### config.mk
export PLATFORM = sky130hd
export DESIGN_NAME = tape_image_record_deframer_core
export DESIGN_NICKNAME = d
export VERILOG_FILES = /design/src/design/trdf_pkg.sv /design/src/design/tape_image_record_deframer_core.sv /design/src/design/trdf_cfg.sv /design/src/design/trdf_parser.sv
export SDC_FILE = /design/constraint.sdc
export NUM_CORES = 1
export LEC_CHECK = 0
export BUFFER_PORTS_ARGS = -buffer_cell sky130_fd_sc_hd__clkbuf_2
export CORE_MARGIN = 2
export CORE_UTILIZATION = 30
export DETAILED_ROUTE_END_ITERATION = 8
export PLACE_DENSITY = 0.45
export SYNTH_ARGS = -nofsm -noshare
export SYNTH_HDL_FRONTEND = slang
export SYNTH_SLANG_ARGS = --single-unit
### constraint.sdc
create_clock -name clk -period 13.61 [get_ports clk]
set_input_delay 0.6805 -clock clk [delete_from_list [all_inputs] [get_ports clk]]
set_output_delay 0.6805 -clock clk [all_outputs]
set_load 0.01 [all_outputs]
### src/design/trdf_pkg.sv
// ----------------------------------------------------------------------------
// trdf_pkg
// Shared types and constants for the tape image record deframer.
// ----------------------------------------------------------------------------
package trdf_pkg;

    // Field widths
    localparam int BYTE_W  = 8;
    localparam int LEN_W   = 32;
    localparam int KIND_W  = 3;
    localparam int IDX_W   = 1;
    localparam int FIELD_BYTES = LEN_W / BYTE_W;
    localparam int FBI_W   = $clog2(FIELD_BYTES);

    // Configuration reset values
    localparam logic             PAD_ODD_RESET = 1'b1;
    localparam logic [LEN_W-1:0] MAX_LEN_RESET = 32'd65535;

    // Output tdata width: data_byte and record_length, padded to bytes
    localparam int OUT_DATA_BITS = BYTE_W + LEN_W;
    localparam int OUT_TDATA_W   = ((OUT_DATA_BITS + 7) / 8) * 8;

    // Configuration register indexes
    typedef enum logic [IDX_W-1:0] {
        REG_PAD_ODD_RECORDS = 1'd0,
        REG_MAX_RECORD_LEN  = 1'd1
    } reg_idx_t;

    // Result kinds
    typedef enum logic [KIND_W-1:0] {
        KIND_DATA    = 3'd0,
        KIND_MARK    = 3'd1,
        KIND_END     = 3'd2,
        KIND_LONG    = 3'd3,
        KIND_CORRUPT = 3'd4
    } kind_t;

    // Parser phases
    typedef enum logic [2:0] {
        PH_HEADER  = 3'd0,
        PH_DATA    = 3'd1,
        PH_PAD     = 3'd2,
        PH_TRAILER = 3'd3,
        PH_HALTED  = 3'd4
    } phase_t;

    // Live configuration
    typedef struct packed {
        logic             pad_odd;
        logic [LEN_W-1:0] max_len;
    } cfg_t;

    // One result from the parser
    typedef struct packed {
        logic              valid;
        kind_t             kind;
        logic [BYTE_W-1:0] data_byte;
        logic [LEN_W-1:0]  record_length;
    } result_t;

endpackage

### src/design/tape_image_record_deframer_core.sv
// ----------------------------------------------------------------------------
// tape_image_record_deframer_core
// Splits a tape image byte stream into record data, tape marks and errors.
// ----------------------------------------------------------------------------
// Takes one stream byte per clock and sustains that rate under no
// backpressure. A byte is captured in an input register and stepped through
// the framing state machine once the result register can take its result;
// its result, if any, lands in the output register at that step. A result
// held by the sink keeps the input register full, and input ready then
// follows the result side's ready. Header, pad and trailer bytes produce
// nothing except the last byte of a length field. After a too-long or
// corrupt-trailer error the block drops all bytes until reset. Configuration
// writes take effect immediately and are expected only while the block is
// idle.
module tape_image_record_deframer_core
    import trdf_pkg::*;
(
    input  logic                   clk,
    input  logic                   rst_n,

    // Input stream
    input  logic                   s_axis_tvalid,
    output logic                   s_axis_tready,
    input  logic [BYTE_W-1:0]      s_axis_tdata,   // [7:0] stream_byte

    // Result stream
    output logic                   m_axis_tvalid,
    input  logic                   m_axis_tready,
    output logic [OUT_TDATA_W-1:0] m_axis_tdata,   // [7:0] data_byte, [39:8] record_length
    output logic [KIND_W-1:0]      m_axis_tuser,   // [2:0] kind

    // Configuration write channel
    input  logic                   cfg_valid,
    output logic                   cfg_ready,
    input  logic [IDX_W-1:0]       cfg_index,
    input  logic [LEN_W-1:0]       cfg_data
);

    cfg_t              cfg;
    result_t           res;

    logic              in_valid_reg;
    logic [BYTE_W-1:0] in_byte_reg;
    logic              advance;

    logic              out_valid_reg;
    logic [KIND_W-1:0] out_kind_reg;
    logic [BYTE_W-1:0] out_byte_reg;
    logic [LEN_W-1:0]  out_len_reg;

    assign cfg_ready = 1'b1;

    trdf_cfg u_cfg
    (
        .clk      (clk),
        .rst_n    (rst_n),
        .wr_en    (cfg_valid),
        .wr_index (cfg_index),
        .wr_data  (cfg_data),
        .cfg      (cfg)
    );

    // Held byte moves on when the result register can take its result
    assign advance       = in_valid_reg && (!out_valid_reg || m_axis_tready);
    assign s_axis_tready = !in_valid_reg || advance;

    // Input register
    always_ff @(posedge clk or negedge rst_n)
    begin
        if (!rst_n)
            in_valid_reg <= 1'b0;
        else if (s_axis_tready)
            in_valid_reg <= s_axis_tvalid;
    end

    always_ff @(posedge clk)
    begin
        if (s_axis_tready && s_axis_tvalid)
            in_byte_reg <= s_axis_tdata;
    end

    trdf_parser u_parser
    (
        .clk         (clk),
        .rst_n       (rst_n),
        .step        (advance),
        .stream_byte (in_byte_reg),
        .cfg         (cfg),
        .res         (res)
    );

    // Result register
    always_ff @(posedge clk or negedge rst_n)
    begin
        if (!rst_n)
            out_valid_reg <= 1'b0;
        else if (advance)
            out_valid_reg <= res.valid;
        else if (m_axis_tready)
            out_valid_reg <= 1'b0;
    end

    always_ff @(posedge clk)
    begin
        if (advance && res.valid)
        begin
            out_kind_reg <= res.kind;
            out_byte_reg <= res.data_byte;
            out_len_reg  <= res.record_length;
        end
    end

    assign m_axis_tvalid = out_valid_reg;
    assign m_axis_tuser  = out_kind_reg;
    assign m_axis_tdata  = OUT_TDATA_W'({out_len_reg, out_byte_reg});

endmodule

### src/design/trdf_cfg.sv
// ----------------------------------------------------------------------------
// trdf_cfg
// Configuration register file: pad mode and record length limit.
// ----------------------------------------------------------------------------
module trdf_cfg
    import trdf_pkg::*;
(
    input  logic                clk,
    input  logic                rst_n,
    input  logic                wr_en,
    input  logic [IDX_W-1:0]    wr_index,
    input  logic [LEN_W-1:0]    wr_data,
    output cfg_t                cfg
);

    logic             pad_odd_reg;
    logic [LEN_W-1:0] max_len_reg;

    // Register writes
    always_ff @(posedge clk or negedge rst_n)
    begin
        if (!rst_n)
        begin
            pad_odd_reg <= PAD_ODD_RESET;
            max_len_reg <= MAX_LEN_RESET;
        end
        else if (wr_en)
        begin
            case (reg_idx_t'(wr_index))
                REG_PAD_ODD_RECORDS: pad_odd_reg <= wr_data[0];
                REG_MAX_RECORD_LEN:  max_len_reg <= wr_data;
                default: ;
            endcase
        end
    end

    assign cfg.pad_odd = pad_odd_reg;
    assign cfg.max_len = max_len_reg;

endmodule

### src/design/trdf_parser.sv
// ----------------------------------------------------------------------------
// trdf_parser
// Record framing state machine: one stream byte per step, at most one result.
// ----------------------------------------------------------------------------
module trdf_parser
    import trdf_pkg::*;
(
    input  logic              clk,
    input  logic              rst_n,
    input  logic              step,
    input  logic [BYTE_W-1:0] stream_byte,
    input  cfg_t              cfg,
    output result_t           res
);

    phase_t            phase_reg,   phase_next;
    logic [FBI_W-1:0]  fbi_reg,     fbi_next;
    logic [LEN_W-1:0]  header_reg,  header_next;
    logic [LEN_W-1:0]  remain_reg,  remain_next;
    logic [LEN_W-1:0]  trailer_reg, trailer_next;

    logic [LEN_W-1:0]  field_base;
    logic [LEN_W-1:0]  field_val;
    logic [LEN_W-1:0]  remain_dec;
    logic              last_byte;

    // State registers
    always_ff @(posedge clk or negedge rst_n)
    begin
        if (!rst_n)
        begin
            phase_reg   <= PH_HEADER;
            fbi_reg     <= '0;
            header_reg  <= '0;
            remain_reg  <= '0;
            trailer_reg <= '0;
        end
        else if (step)
        begin
            phase_reg   <= phase_next;
            fbi_reg     <= fbi_next;
            header_reg  <= header_next;
            remain_reg  <= remain_next;
            trailer_reg <= trailer_next;
        end
    end

    // Length field assembly, little endian; first byte clears the field
    always_comb
    begin
        field_base = (phase_reg == PH_TRAILER) ? trailer_reg : header_reg;
        if (fbi_reg == '0)
            field_base = '0;
        field_val = field_base;
        field_val[fbi_reg*BYTE_W +: BYTE_W] = stream_byte;
    end

    assign last_byte  = (fbi_reg == FBI_W'(FIELD_BYTES - 1));
    assign remain_dec = remain_reg - LEN_W'(1);

    // Next state and result
    always_comb
    begin
        phase_next   = phase_reg;
        fbi_next     = fbi_reg;
        header_next  = header_reg;
        remain_next  = remain_reg;
        trailer_next = trailer_reg;
        res          = '0;
        res.kind     = KIND_DATA;

        case (phase_reg)
            PH_HEADER:
            begin
                header_next = field_val;
                fbi_next    = fbi_reg + FBI_W'(1);
                if (last_byte)
                begin
                    if (field_val == '0)
                    begin
                        res.valid = 1'b1;
                        res.kind  = KIND_MARK;
                    end
                    else if (field_val > cfg.max_len)
                    begin
                        phase_next        = PH_HALTED;
                        res.valid         = 1'b1;
                        res.kind          = KIND_LONG;
                        res.record_length = field_val;
                    end
                    else
                    begin
                        remain_next = field_val;
                        phase_next  = PH_DATA;
                    end
                end
            end
            PH_DATA:
            begin
                remain_next   = remain_dec;
                res.valid     = 1'b1;
                res.kind      = KIND_DATA;
                res.data_byte = stream_byte;
                if (remain_dec == '0)
                begin
                    phase_next   = (cfg.pad_odd && header_reg[0]) ? PH_PAD : PH_TRAILER;
                    fbi_next     = '0;
                    trailer_next = '0;
                end
            end
            PH_PAD:
            begin
                phase_next   = PH_TRAILER;
                fbi_next     = '0;
                trailer_next = '0;
            end
            PH_TRAILER:
            begin
                trailer_next = field_val;
                fbi_next     = fbi_reg + FBI_W'(1);
                if (last_byte)
                begin
                    res.valid         = 1'b1;
                    res.record_length = header_reg;
                    if (field_val != header_reg)
                    begin
                        phase_next = PH_HALTED;
                        res.kind   = KIND_CORRUPT;
                    end
                    else
                    begin
                        phase_next = PH_HEADER;
                        res.kind   = KIND_END;
                    end
                end
            end
            default:
            begin
                phase_next = PH_HALTED;
            end
        endcase
    end

endmodule

-- Yosys cells after proc, flatten, opt, wreduce, memory -nomap -nowiden
Index checks and enable logic that the tools add are counted.
- add/subtract/negate cells: 3
- $lt $le $gt $ge: 1
- equal/unequal tests: 10
- shift operators: 2
- multiplexer cells: 32
- bitwise logic cells: 1
- reductions and logical operators: 24
- operators with widths (operator ; count):
    2-to-1 mux 32 bit ; 10
    case mux 32 bit (2 select lines) ; 2
    case mux 32 bit (3 select lines) ; 1
    logical NOT 32 bit ; 2
    negation 5 -> 34 bit ; 1
    variable shift 8 x 34 -> 32 bit (first input constant) ; 1
    indexed part select 8 x 34 -> 32 bit ; 1
    bitwise mux 32 bit ; 1
    > comparator 32 bit ; 1
    inequality test 32 bit ; 1
    subtractor 32 x 1 -> 32 bit (second input constant) ; 1
    2-to-1 mux 3 bit ; 7
    2-to-1 mux 4 bit ; 4
    case mux 3 bit (4 select lines) ; 1
    case mux 4 bit (3 select lines) ; 1
    AND reduction 5 bit ; 2
    == test 3 x 2 -> 1 bit (second input constant) ; 2
    inequality test 2 x 1 -> 1 bit (second input constant) ; 3
    case mux 2 bit (3 select lines) ; 1
    AND reduction 2 bit ; 3
    AND reduction 3 bit ; 2
    nonzero test 3 bit ; 2
    logical AND 1 bit ; 4
    inequality test 2 bit (second input constant) ; 2
    12 further kinds ; 17
- register bits after elaboration: 187
- input port bits: 46
- output and inout port bits: 46
- word-level logic and storage cells: 86

-- Longest topological paths before layout
Gate-level depths: netlist of run 1.
- depth after elaboration: 10
- depth in mapped cells: 21
- mapped depth without buffers: 15

-- By module
Synthesis of run 1 repeated with hierarchy kept, for this count alone.
- cell total of the unflattened synthesis: 1138
- area total of the unflattened synthesis: 11452.2 um^2
- by module, submodules not included (module ; instances ; cells each ; area each (um^2) ; sequential area each (um^2)):
    trdf_parser ; 1 ; 1003 ; 8384.3 ; 2527.4
    tape_image_record_deframer_core ; 1 ; 63 ; 1651.6 ; 1581.5
    trdf_cfg ; 1 ; 72 ; 1416.4 ; 847.1

-- Worst setup path after synthesis of run 1
No wires, ideal clock.
- path kind: register to register
- start: register u_parser.fbi_reg[0]
- end: register out_kind_reg[0] (netlist: m_axis_tuser[0]) (enable)
- setup time: 0.458 ns
- data arrival time: 5.775 ns
- data required time: 13.152 ns
- path slack: 7.377 ns
- cell stages (with the launch flop): 18
- buffers on the path: 5
- clock period less this slack: 6.233 ns
- cells stage by stage: dfrtp_1 -> clkbuf_1 -> inv_1 -> ha_1 -> clkbuf_1 -> clkbuf_1 -> clkbuf_1 -> buf_1 -> o21ai_0 -> ha_1 -> nand2_1 -> nor4_1 -> o21ai_0 -> a31o_2 -> a21oi_1 -> a21o_1 -> nand3_1 -> a21oi_1
- cells in the longest elaborated chain, start to end: 9
- elaborated cells between the ends (all ways): 15
- those cells by class: add/sub (1); order compare (1); eq/ne (1); shift (2); mux (7); reduce/logical (3)
- ends and longest elaborated chain (item ; line ; source):
    start: declaration ; trdf_parser.sv:17 ; logic [FBI_W-1:0] fbi_reg, fbi_next;
    start signal: assignment ; trdf_parser.sv:41 ; fbi_reg <= fbi_next;
    negation 5 -> 34 bit / logical NOT 2 bit (equally long branches) ; trdf_parser.sv:55, trdf_parser.sv:52 ;
    indexed part select 8 x 34 -> 32 bit (tied with other cells) ; trdf_parser.sv:55 ; field_val[fbi_reg*BYTE_W +: BYTE_W] = stream_byte;
    bitwise mux 32 bit (*) ; trdf_parser.sv:55 ;
    named net u_parser.field_val[4] ; trdf_parser.sv:23 ; logic [LEN_W-1:0] field_val;
    > comparator 32 bit ; trdf_parser.sv:84 ; else if (field_val > cfg.max_len)
    2-to-1 mux 4 bit ; trdf_parser.sv:84 ;
    2-to-1 mux 4 bit (*) ; trdf_parser.sv:79 ; if (field_val == '0)
    2-to-1 mux 4 bit (*) ; trdf_parser.sv:77 ; if (last_byte)
    case mux 4 bit (3 select lines) (*) ; trdf_parser.sv:72 ; case (phase_reg)
    logical AND 1 bit (*) ; tape_image_record_deframer_core.sv:105 ; if (advance && res.valid)
    end signal: assignment ; tape_image_record_deframer_core.sv:107 ; out_kind_reg <= res.kind;
    end: declaration ; tape_image_record_deframer_core.sv:47 ; logic [KIND_W-1:0] out_kind_reg;
The timed path passes the listed nets; every way through them passes the cells marked *.
A chain may end at the register's enable or synchronous reset.

-- Final worst setup path of run 1
- start: register u_parser.fbi_reg[0]
- end: register u_parser.remain_reg[18]
- elaborated cells between the ends (all ways): 17
- those cells by class: add/sub (1); order compare (1); eq/ne (4); shift (2); mux (6); reduce/logical (3)
- RTL lines (item ; line ; source):
    negation 5 -> 34 bit / logical NOT 2 bit (equally long branches) ; trdf_parser.sv:55, trdf_parser.sv:52 ;
    indexed part select 8 x 34 -> 32 bit (tied with other cells) ; trdf_parser.sv:55 ;
    bitwise mux 32 bit (*) ; trdf_parser.sv:55 ;
    named net u_parser.field_val[6] ; trdf_parser.sv:23 ;
    > comparator 32 bit / logical NOT 32 bit (equally long branches) ; trdf_parser.sv:84, trdf_parser.sv:79 ;
    inequality test 2 bit (no line) ; -- ;
    AND reduction 5 bit (no line) (*) ; -- ;
    end signal: assignment ; trdf_parser.sv:43 ; remain_reg <= remain_next;
    end: declaration ; trdf_parser.sv:19 ; logic [LEN_W-1:0] remain_reg, remain_next;
The timed path passes the listed nets; every way through them passes the cells marked *. The select of a mux whose other input is x is not followed.

==> summary.md, run 1 <==
| Metric | Value |
|---|---|
| Status | `finished clean` |
| Congestion Overflow GR | `0` |
| First-pass detailed-route iteration total | `5` |
| Post-synth EDFFs | `51` |
| Worst-path fanout max | `30` |
| Hold_buf cts | `0` |
| Rows | `72` |
| Sequential element share of the synthesized area | `0.423` |
| I/O pin count | `92` |
| Synth area leader | `dfrtp_1` |
| Largest net degree at the start of global routing | `83` |
| Initial Util | `0.304` |
| Chip Height | `202 µm` |
| GR Util All Layers | `0.216` |
| Top cell type's share of synthesized area | `0.254` |
| Setup CP Type | `register to register` |
| HPWL after DPL | `31800 µm` |
| Routability cong. | `0.932` |
| Routed vias | `10309` |
| Synthesis-stage register bit count | `187` |
| Max Used Layer | `met4` |
| Post-route ant nets | `0` |
| Total power | `0.00125 W` |
| Cell area after placement | `0.0128 mm²` |
| Vias per std cell | `5.71` |
| Bufs on Longest Clock Path | `2` |
| Routed len/inst | `24.3 µm` |
| Vias in the first global route | `10113` |
| Met2 Wirelength | `21400 µm` |
| Syn Std Cell Area | `0.0117 mm²` |
| Crit start category | `register` |
| Worst Hold Class | `input pin to async pin` |
| Slowest CP cell | `nor2_1` |
| Final Hold Fails | `0` |
| FF-to-FF End | `u_parser.remain_reg[18]` |
| Post-CTS setup buffer count | `0` |
| Reg2Reg Launch Point | `u_parser.fbi_reg[0]` |
| P per Cell Area | `93.4 mW/mm²` |
| MaxCap Viol Count | `0` |
| Slowest Stage Delay on Critical Path | `850 ps` |
| Die width | `202 µm` |
| Syn_nets | `1297` |
| Register Area | `0.00496 mm²` |
| Slew Limit Fails | `0` |
| TNS Setup | `0 ps` |
| Cells after DPL | `1773` |
| Cell count after synthesis | `1211` |
| Final setup fails | `0` |
| Max_slew headroom | `0.245` |
| Synth-to-layout area growth | `14.0%` |
| Root Buffer | `clkbuf_16` |
| Leak Pwr | `5.58 nW` |
| CP endpoint kind | `register` |
| Primary FF master, synth | `dfrtp_1` |
| Synth unique cells | `91` |
| Die area | `0.0406 mm²` |
| Clk_skew | `13.9 ps` |
| Worst Max-Slew Pin Slew | `1120 ps` |
| Depth of the most critical reg-to-reg path | `17` |
| Final Cycle Share | `0.452` |
| Critical path data required time | `13960 ps` |
| Global-route wire length before repair | `65900 µm` |
| Non-filler instance count after layout | `1805` |
| Fraction of layout cells with a size suffix above 1 | `0.215` |
| Core Area | `0.0386 mm²` |
| Synth warnings | `0` |
| CP cell instances | `inv_1 > ha_1 > nor2_1 > nand2_1 > o21ai_0 > buf_4 > ha_1 > nand2_1 > nor4_1 > o21ai_0 > a31o_2 > a21oi_1 > a211oi_4 > buf_4 > o21ai_2 > buf_4 > mux2_2` |
| FF-to-FF setup slack | `7460 ps` |
| Post-route DRC violation count | `0` |
| Most frequent cells in the layout | `dfrtp_1, clkbuf_2, nor2_1` |
| TritonCTS clock tree | `yes` |
| Fmax | `163 MHz` |
| IO Port Bufs | `90` |
| Clk pin slew, worst setup/hold paths | `80 ps` |
| Sink Count | `187` |
| Initial antenna violation count | `0` |
| Avg Synthesized Cell Area | `9.67 µm²` |
| Routed wire length | `43800 µm` |
| Synth area leaders | `dfrtp_1, edfxtp_1, mux2_2, a22o_1, ha_1` |
| H-tree lvl count | `4` |
| Min Tclk post-route | `6150 ps` |
| CP dominant cell by count | `buf_4` |
| Arr. time, crit path | `6500 ps` |
| RSZ-0062 raised after global routing | `no` |
| Met3 WL | `2370 µm` |
| Worst-skew pair later-pin latency | `460 ps` |
| 1st-iter DRT viols | `1042` |
| Cts bufs inserted | `17` |
| Commonest non-fill, non-tap cell in the layout | `dfrtp_1` |
| Number of gates resized after cts | `0` |
| VDD IR-drop max | `0.0807 mV` |
| Layout filler cell count | `4041` |
| Antenna cell count | `0` |
| Detailed-routing wirelength on met1 | `19300 µm` |
| Hold_ws | `284 ps` |
| Share of flip-flops with an asynchronous set or reset | `0.727` |
| Layout Nets | `1360` |
| Final Cell Area | `0.0134 mm²` |
| Area of the multi-input gates | `0.00610 mm²` |
cells in the mapped netlist, drive strengths merged (7+ instances only):
| cell type | instances |
|---|---|
| nand2 | 84 |
| a31oi | 19 |
| nand2b | 13 |
| dfrtp | 119 |
| nor2b | 8 |
| nand3 | 28 |
| edfxtp | 51 |
| inv | 82 |
| clkbuf | 51 |
| and2 | 8 |
| mux2i | 15 |
| ha | 40 |
| nor4 | 23 |
| o2bb2ai | 14 |
| a21oi | 70 |
| a22o | 64 |
| nor3 | 35 |
| and3 | 7 |
| o21ai | 60 |
| nor2 | 88 |
| a22oi | 9 |
| or2 | 8 |
| o211ai | 21 |
| o22ai | 7 |
| dfstp | 17 |
| mux2 | 59 |
| a32oi | 7 |
| nand4 | 22 |
| o221ai | 16 |
| buf | 33 |
| a2bb2oi | 15 |
| xnor2 | 10 |
metrics by stage:
stage	setup WS (ps)	utilization
after floorplan	7380	-
after global placement	7700	0.331
after detailed placement	7620	0.331
after CTS	7560	0.346
after global routing	6930	0.346
final	7460	0.346
worst max-delay path: cells and delay by family, from the launching register on:
kind                       cells  cell delay [ps]
AOI/OAI and AO/OA              6             1820
adders and majority gates      2              670
buffers and inverters          4             1070
DFF                            1              650
muxes                          1              360
and+or+nand+nor                4             1440
where the power goes:
group,internal [W],switching (W),total (W)
Sequential,0.000597,0.0000159,0.000613
Combinational,0.0000422,0.0000648,0.000107
Clock,0.000290,0.000238,0.000528
Total,0.000929,0.000318,0.00125
how the worst max path moves through the flow:
stage	startpoint	slack, ps	endpoint
floorplan	u_parser.fbi_reg[0]	7380	m_axis_tuser[0]
global placement	u_parser.fbi_reg[0]	7700	u_parser.remain_reg[18]
detailed placement	u_parser.fbi_reg[0]	7620	u_parser.remain_reg[19]
CTS	u_parser.fbi_reg[0]	7560	u_parser.remain_reg[19]
global route	u_parser.fbi_reg[0]	6930	u_parser.remain_reg[18]
finish	u_parser.fbi_reg[0]	7460	u_parser.remain_reg[18]
metal layers:
metal / vias up / global-route usage
met1: 5220 / 0.295
met2: 366 / 0.363
met3: 36 / 0.0296
met4: 0 / 0.0520
met5: - / 0
li1: 4687 / -
logic make-up (layout without fill, tap and decap cells):
kind of cell	after synthesis	in the layout	share of synthesized area
flip-flops	187	187	0.423
AND/OR/NAND/NOR	368	368	0.171
AO/OA/AOI/OAI	362	362	0.225
other	1	1	0.000320
buffers and inverters	166	242	0.0592
XOR/XNOR	13	13	0.00972
multiplexers	74	74	0.0695
adder cells (fa/ha/maj)	40	40	0.0427
final cells by class:
class / instances / area share
multi-input combinational: 858 / 0.457
tap: 518 / 0.0485
clock inverter: 14 / 0.0127
clock buffer: 18 / 0.0321
sequential: 187 / 0.371
timing repair buffer: 128 / 0.0556
inverter: 82 / 0.0230
Note: power is estimated with default switching activity, not from simulation.
==> inputs of run 2 (changes only) <==
Settings changed: PLACE_DENSITY 0.45 to 0.46.
Clock period 13.61 ns to 5.3 ns, I/O delays scaled along.
==> run 2 against run 1 <==
Core utilization is 0.87 points higher. Global-route usage is 1.0 points higher. Design area is 2.5% higher. Fmax is 24% higher. Critical endpoint is now u_parser.remain_reg[16]. Highest routed layer unchanged.
==> summary.md, run 2 (same netlist as run 1, synthesis figures left out) <==
| Metric | Value |
|---|---|
| Root Buffer | `clkbuf_16` |
| Final setup fails | `0` |
| Clk pin slew, worst setup/hold paths | `80 ps` |
| Cts bufs inserted | `17` |
| P per Cell Area | `234 mW/mm²` |
| Vias in the first global route | `10451` |
| Hold_ws | `30.7 ps` |
| CP endpoint kind | `register` |
| Bufs on Longest Clock Path | `2` |
| Routed len/inst | `24.9 µm` |
| Worst Setup SP | `u_parser.phase_reg[1]` |
| Commonest non-fill, non-tap cell in the layout | `dfrtp_1` |
| Rows | `72` |
| TNS Setup | `0 ps` |
| Routed wire length | `45900 µm` |
| Post-route DRC violation count | `0` |
| Final Hold Fails | `0` |
| Layout Nets | `1399` |
| Slew Limit Fails | `0` |
| Core Area | `0.0386 mm²` |
| Chip Height | `202 µm` |
| FF-to-FF setup slack | `340 ps` |
| Number of gates resized after cts | `0` |
| Worst-skew pair later-pin latency | `460 ps` |
| Fmax | `202 MHz` |
| Crit path to | `u_parser.remain_reg[16]` |
| GR Util All Layers | `0.227` |
| Worst-path fanout max | `19` |
| Worst Hold Class | `input pin to register` |
| 1st-iter DRT viols | `878` |
| VDD IR-drop max | `0.243 mV` |
| Initial Util | `0.304` |
| Die area | `0.0406 mm²` |
| Max_slew headroom | `0.238` |
| Clk_skew | `12.0 ps` |
| Synth-to-layout area growth | `16.9%` |
| Reg2Reg Launch Point | `u_parser.phase_reg[1]` |
| Most frequent cells in the layout | `dfrtp_1, clkbuf_2, nor2_1` |
| I/O pin count | `92` |
| Arr. time, crit path | `5340 ps` |
| Die width | `202 µm` |
| Vias per std cell | `5.72` |
| TritonCTS clock tree | `yes` |
| MaxCap Viol Count | `0` |
| Layout filler cell count | `4047` |
| Sink Count | `187` |
| HPWL after DPL | `33800 µm` |
| RSZ-0062 raised after global routing | `no` |
| Global-route wire length before repair | `68800 µm` |
| Routability cong. | `0.966` |
| Status | `finished clean` |
| Fraction of layout cells with a size suffix above 1 | `0.231` |
| First-pass detailed-route iteration total | `6` |
| Min Tclk post-route | `4960 ps` |
| Met3 GRT Util | `0.0530` |
| Hold Startpoint | `cfg_data[10]` |
| GRT Max-Usage Layer | `met2` |
| FF-to-FF End | `u_parser.remain_reg[16]` |
| Leak Pwr | `5.78 nW` |
| Final Cycle Share | `0.935` |
| Met2 Track Usage GR | `0.349` |
| Post-route ant nets | `0` |
| Depth of the most critical reg-to-reg path | `14` |
| Initial antenna violation count | `1` |
| Routed vias | `10552` |
| IO Port Bufs | `90` |
| Critical path data required time | `5680 ps` |
| H-tree lvl count | `4` |
| Congestion Overflow GR | `0` |
| Worst Max-Slew Pin Slew | `1140 ps` |
| GR Util met1 | `0.308` |
| Setup CP Type | `register to register` |
| Crit start category | `register` |
| Largest net degree at the start of global routing | `89` |
[run 2: worst max-delay path, cell delays in order, from the launching register on]
cell and delay, ps:
dfrtp_1 610, and3b_2 500, buf_4 350, mux2i_1 110, o21ai_0 690, ha_1 250, nand4_1 110, nor3_1 290
nand2_1 130, a31o_2 230, a21oi_1 470, a211oi_4 70, o21ai_2 580, buf_4 300, a2bb2oi_1 180
[run 2: power breakdown]
part	switching [W]	internal [W]	leakage [nW]
logic	0.000176	0.000116	3.24
registers	0.0000379	0.00153	2.24
clock network	0.000609	0.000732	0.307
[run 2: timing repair]
action                                  CTS  global route
hold buffers                             10             0
endpoints found under the hold margin    92             0
endpoints found under the setup margin    0             0
setup buffers                             0             0
[run 2: per-stage QoR]
step / cells / power [W] / util / cell area (µm²) / setup slack (ps)
after global routing: 1844 / 0.00333 / 0.355 / 13700 / 0.449
final: 1845 / 0.00320 / 0.355 / 13700 / 344
after CTS: 1844 / 0.00325 / 0.355 / 13700 / 416
after global placement: 1802 / 0.00188 / 0.337 / 13000 / 526
after detailed placement: 1802 / 0.00188 / 0.337 / 13000 / 440
after floorplan: 1211 / 0.00175 / - / 11700 / 418
[run 2: final cells by class]
class	count	area [µm²]	area share
well taps	518	648	0.0473
flip-flops and latches	187	4960	0.362
multi-input cells	858	6100	0.445
diodes	1	2.50	0.000183
clock inverters	9	66.3	0.00484
clock buffers	23	543	0.0397
inverters	82	308	0.0225
repair buffers	167	1070	0.0783
[run 2: worst min-delay path by stage]
stage / slack [ps] / cells past startpoint / end
floorplan: -30 / 0 / in_valid_reg
global placement: 430 / 1 / u_parser.remain_reg[13]
detailed placement: 420 / 1 / u_parser.remain_reg[11]
CTS: 10 / 2 / u_cfg.max_len_reg[1]
global route: 10 / 2 / u_cfg.max_len_reg[10]
finish: 30 / 2 / u_cfg.max_len_reg[10]
[run 2: routing by layer]
| metal | vias up | part of all wire | wire, µm |
|---|---|---|---|
| met5 | - | 0 | 0 |
| met4 | 0 | 0.034 | 1540 |
| met3 | 87 | 0.068 | 3140 |
| met2 | 411 | 0.46 | 20900 |
| met1 | 5294 | 0.44 | 20400 |
| li1 | 4760 | - | - |
